===== config.mk =====
export PLATFORM = sky130hd
export DESIGN_NAME = vft_ctrl
export DESIGN_NICKNAME = d
export VERILOG_FILES = /design/src/rtl/vft_pkg.sv /design/src/rtl/vft_ctrl.sv
export SDC_FILE = /design/constraint.sdc
export NUM_CORES = 1
export LEC_CHECK = 0
export BUFFER_PORTS_ARGS = -buffer_cell sky130_fd_sc_hd__buf_2
export CAP_MARGIN = 10
export CORE_AREA = 2 2 39 41
export CTS_BUF_LIST = sky130_fd_sc_hd__clkbuf_16
export DETAILED_ROUTE_END_ITERATION = 8
export DIE_AREA = 0 0 41 43
export MAX_ROUTING_LAYER = met4
export SLEW_MARGIN = 20
export SYNTH_ARGS = -nofsm -noshare
export SYNTH_HDL_FRONTEND = slang
export SYNTH_SLANG_ARGS = --single-unit

===== constraint.sdc =====
create_clock -name clk -period 1.25 [get_ports clk]
set_input_delay 0.25 -clock clk [delete_from_list [all_inputs] [get_ports clk]]
set_output_delay 0.25 -clock clk [all_outputs]
set_load 0.05 [all_outputs]

===== src/rtl/vft_pkg.sv =====
// ---------------------------------------------------------------------------
// vft_pkg
// Shared types and constants for the viewport fit transform block.
// ---------------------------------------------------------------------------
package vft_pkg;

	localparam int DISP_W    = 16;  // display box coordinates, whole pixels
	localparam int CFG_IDX_W = 2;
	localparam int PT_W      = 32;  // point coordinate width
	localparam int SCALE_W   = 32;
	localparam int SUM_W     = PT_W + 1;            // max + min of one axis
	localparam int XP_W      = DISP_W + PT_W;       // cross-multiply products
	localparam int NUM_W     = 2 * SCALE_W;         // dividend, display span shifted up
	localparam int PROD_W    = SUM_W + SCALE_W;     // |sum| * scale
	localparam int RES_W     = PROD_W + 1;          // signed translation before saturation
	localparam int IN_DATA_W = 2 * PT_W;
	localparam int OUT_DATA_W = SCALE_W + 2 * PT_W;
	localparam int DIV_STEPS = SCALE_W;
	localparam int CNT_W     = $clog2(DIV_STEPS);

	localparam logic [DISP_W-1:0]  RST_LEFT   = 16'd0;
	localparam logic [DISP_W-1:0]  RST_BOTTOM = 16'd0;
	localparam logic [DISP_W-1:0]  RST_RIGHT  = 16'd639;
	localparam logic [DISP_W-1:0]  RST_TOP    = 16'd479;
	localparam logic [SCALE_W-1:0] SCALE_SAT  = {SCALE_W{1'b1}};
	localparam logic [PT_W-1:0]    SHIFT_MAX  = {1'b0, {(PT_W-1){1'b1}}};
	localparam logic [PT_W-1:0]    SHIFT_MIN  = {1'b1, {(PT_W-1){1'b0}}};

	typedef enum logic [CFG_IDX_W-1:0] {
		CFG_LEFT,
		CFG_BOTTOM,
		CFG_RIGHT,
		CFG_TOP
	} cfg_idx_t;

	typedef enum logic [3:0] {
		ST_IDLE,
		ST_SPAN,
		ST_MULA,
		ST_MULB,
		ST_DINIT,
		ST_DIV,
		ST_SCALE,
		ST_MULX,
		ST_ACCX,
		ST_FINX,
		ST_MULY,
		ST_ACCY,
		ST_FINY,
		ST_OUT
	} state_t;

	typedef enum logic [3:0] {
		OP_NONE,
		OP_SPAN,
		OP_MULA,
		OP_MULB,
		OP_DINIT,
		OP_DSTEP,
		OP_SCALE,
		OP_MUL,
		OP_ACC,
		OP_FIN,
		OP_LOAD
	} op_t;

	typedef struct packed {
		logic take;     // point transfer this cycle
		op_t  op;
		logic axis_y;   // MUL/ACC/FIN work on the y axis
	} vft_cmd_t;

	typedef struct packed {
		logic div_last;  // final quotient bit in this step
		logic out_free;  // output register can take a result
	} vft_stat_t;

endpackage


===== src/rtl/vft_ctrl.sv =====
// ---------------------------------------------------------------------------
// vft_ctrl
// Sequencer: accepts points, then steps the datapath through span, ratio
// selection, division, translation and result load.
// ---------------------------------------------------------------------------
module vft_ctrl (
	input  logic             clk,
	input  logic             arst_n,
	input  logic             s_tvalid,
	input  logic             s_tlast,
	input  vft_pkg::vft_stat_t stat,
	output logic             s_tready,
	output vft_pkg::vft_cmd_t  cmd
);
	import vft_pkg::*;

	state_t state_q, state_d;

	always_ff @(posedge clk or negedge arst_n) begin
		if (!arst_n) begin
			state_q <= ST_IDLE;
		end else begin
			state_q <= state_d;
		end
	end

	always_comb begin
		state_d = state_q;
		case (state_q)
			ST_IDLE: begin
				if (s_tvalid && s_tlast) state_d = ST_SPAN;
			end
			ST_SPAN:  state_d = ST_MULA;
			ST_MULA:  state_d = ST_MULB;
			ST_MULB:  state_d = ST_DINIT;
			ST_DINIT: state_d = ST_DIV;
			ST_DIV: begin
				if (stat.div_last) state_d = ST_SCALE;
			end
			ST_SCALE: state_d = ST_MULX;
			ST_MULX:  state_d = ST_ACCX;
			ST_ACCX:  state_d = ST_FINX;
			ST_FINX:  state_d = ST_MULY;
			ST_MULY:  state_d = ST_ACCY;
			ST_ACCY:  state_d = ST_FINY;
			ST_FINY:  state_d = ST_OUT;
			ST_OUT: begin
				if (stat.out_free) state_d = ST_IDLE;
			end
			default:  state_d = ST_IDLE;
		endcase
	end

	always_comb begin
		s_tready   = 1'b0;
		cmd.take   = 1'b0;
		cmd.op     = OP_NONE;
		cmd.axis_y = 1'b0;
		case (state_q)
			ST_IDLE: begin
				s_tready = 1'b1;
				cmd.take = s_tvalid;
			end
			ST_SPAN:  cmd.op = OP_SPAN;
			ST_MULA:  cmd.op = OP_MULA;
			ST_MULB:  cmd.op = OP_MULB;
			ST_DINIT: cmd.op = OP_DINIT;
			ST_DIV:   cmd.op = OP_DSTEP;
			ST_SCALE: cmd.op = OP_SCALE;
			ST_MULX:  cmd.op = OP_MUL;
			ST_ACCX:  cmd.op = OP_ACC;
			ST_FINX:  cmd.op = OP_FIN;
			ST_MULY: begin
				cmd.op     = OP_MUL;
				cmd.axis_y = 1'b1;
			end
			ST_ACCY: begin
				cmd.op     = OP_ACC;
				cmd.axis_y = 1'b1;
			end
			ST_FINY: begin
				cmd.op     = OP_FIN;
				cmd.axis_y = 1'b1;
			end
			ST_OUT: begin
				if (stat.out_free) cmd.op = OP_LOAD;
			end
			default: cmd.op = OP_NONE;
		endcase
	end

endmodule


==> flow_summary.json <==
{
  "n_fill_cell": 106,
  "vias": 482,
  "startpoint_type": "flip-flop",
  "core_area_mm2": 0.00138,
  "min_period_ns": 1.65,
  "fin_setup_tns_ns": -2.67,
  "dp_hpwl_um": 848,
  "endpoint_kind": "output pin",
  "grt_pass1_wl_um": 2160,
  "crit_chain": "buf_6, nor4_4, and2_4, buf_8",
  "largestRegisters": "state_q x4",
  "avgSynthCellArea_um2": 9.31,
  "status": "finished with violations",
  "finalPower_mw": 3.37,
  "fin_hold_ws_ns": 0.358,
  "largest_reg_flops": 4,
  "wl_per_cell_um": 13.9,
  "yosys_warnings": 0,
  "synth_area_leader_cell": "dfrtp_1",
  "cts_tree": "built",
  "grt-ovfl-total": 0,
  "io_pins": 13,
  "relSlewSlack": 0.788,
  "rsz0062_at_grt": "true",
  "ys_async_sr_fraction": 1.00,
  "seqCellArea_um2": 104,
  "first_global_vias": 487,
  "synth.area.top_cells": "dfrtp_1 (25%), buf_6 (11%), a211oi_2 (6.3%)",
  "route.detailed.drc": 0,
  "finClkSkew_ns": 0.000909,
  "port_buffers": 12,
  "synth-edff-count": 0,
  "cpPeakStageDelay_ns": 0.40,
  "clk_latency_ns": 0.22,
  "timing_hold_violations_final": 0,
  "fin_crit_sh": 1.32,
  "die_h_um": 43,
  "place_congestion": 0.814,
  "vias_per_cell": 4.73,
  "critPathSlowestCell": "dfrtp_1",
  "synthDistinctLibCells": 24,
  "synth_area_um2": 400,
  "irDropWorstVdd_mv": 1.93,
  "violations": "setup timing",
  "grt_max_degree": 10,
  "syn_nets": 49,
  "area_delta_synth_final_pct": 140,
  "p_leak_nw": 0.444,
  "wl_um": 1420,
  "antenna_found_initial": 0,
  "die-area_mm2": 0.00176,
  "num_antenna_cells": 0,
  "nNetsFinal": 93,
  "cp_data_arrival_time_ns": 1.40,
  "finalSetupViolCount": 10,
  "clkSinkCount": 4,
  "top_register": "state_q",
  "die_x_um": 41,
  "final_layout_size_suffix_gt1_frac": 0.802,
  "htree_levels": 1,
  "synth_most_common_cell": "a21oi_1",
  "track_usage": 0.194,
  "ant_nets": 0,
  "drt_iter0_markers": 3,
  "ys_ff_latch": 4,
  "cp_max_fo": 4,
  "fin_ws_ns": -0.399,
  "clock-root-buffer": "clkbuf_16",
  "start_util": 0.289,
  "placed_cells": 87,
  "syn_inst": 43,
  "synth_common_cells": "a21oi_1 (5), buf_6 (4), dfrtp_1 (4), nand2_1 (3), o21ai_1 (3)",
  "rows": 14,
  "clkSlewWorstSetupHoldPaths_ns": 0.03,
  "multi_input_area_um2": 357,
  "cts_buffer_depth": 2,
  "yosysSeqAreaShare": 0.250,
  "worst_pin_slew_ns": 0.319,
  "first_pass_iters": 2,
  "hp-class": "in -> async",
  "worstSetupPathType": "reg -> out",
  "numCtsBuffers": 3,
  "crit_required_ns": 1.00,
  "final_util": 0.694,
  "ys.flop_type": "dfrtp_1",
  "max_freq_mhz": 606,
  "synth_top_area_frac": 0.250,
  "stdcell_count": 102,
  "powerDensity_mw_per_mm2": 3500,
  "drv_slew": 0,
  "maxCapViolCount": 0
}
worst max-delay path, delay by kind of cell, from the launching register on:
family	cells	cell delay, ns
and+or+nand+nor	2	0.49
DFF	1	0.40
buffers and inverters	2	0.27
layout make-up:
class,count,area share
Timing Repair Buffer,43,0.401
Multi-Input combinational cell,32,0.371
Sequential cell,4,0.108
Clock buffer,3,0.0781
Tap cell,16,0.0208
Inverter,3,0.0169
Clock inverter,1,0.00391
cell usage in the layout, fill, tap and decap left out, types with 2 or more instances in the layout:
cell type   n
buf_6      12
clkbuf_16   3
buf_2       6
dfrtp_2     3
a21oi_1     3
inv_1       2
buf_8       4
buf_4      20
nand2_1     3
a211oi_2    2
worst paths after layout:
kind	from	endpoint	slack, ns	depth (start not counted)
max	state_q[0]	cmd[5]	-0.40	4
max in group asynchronous	arst_n	state_q[3]	0.76	2
min in group clk	stat[1]	state_q[1]	0.40	3
max reg2reg	state_q[2]	state_q[1]	-0.11	6
min	arst_n	state_q[0]	0.36	2
min reg2reg	state_q[1]	state_q[2]	0.70	3
where the power goes:
| part | leakage (nW) | internal [mW] | switching, mW |
|---|---|---|---|
| Clock | 0.0423 | 0.413 | 0.0973 |
| Sequential | 0.0457 | 0.204 | 0.110 |
| Combinational | 0.356 | 1.29 | 1.25 |
| Total | 0.444 | 1.91 | 1.46 |
metrics by stage:
stage          instance area, um^2  setup slack, ns
5_1_grt                        961           -0.447
6_report                       961           -0.399
3_5_place_dp                   671           -0.274
3_3_place_gp                   671           -0.254
2_1_floorplan                  485           -0.539
4_1_cts                        878           -0.407
routing by layer:
metal / vias to the layer above / global-route usage / share of wire
met1: 226 / 0.199 / 0.39
li1: 242 / - / -
met3: 2 / 0.0576 / 0.042
met5: - / - / 0
met4: 0 / 0.0600 / 0.011
met2: 12 / 0.334 / 0.56
repair_timing:
item                       in CTS  in global routing
pin swaps                       8                  4
gates resized for setup        23                 16
hold buffers                    1                  0
setup buffers                   6                  4
hold endpoints to repair        4                  0
setup endpoints to repair      10                 11
logic make-up after synthesis:
| group | after synthesis | synth area share |
|---|---|---|
| and+or+nand+nor | 12 | 0.175 |
| muxes | 2 | 0.0531 |
| AOI/OAI and AO/OA | 18 | 0.381 |
| buffers and inverters | 7 | 0.141 |
| DFF | 4 | 0.250 |
No activity file was read; power rests on OpenSTA's default activity.
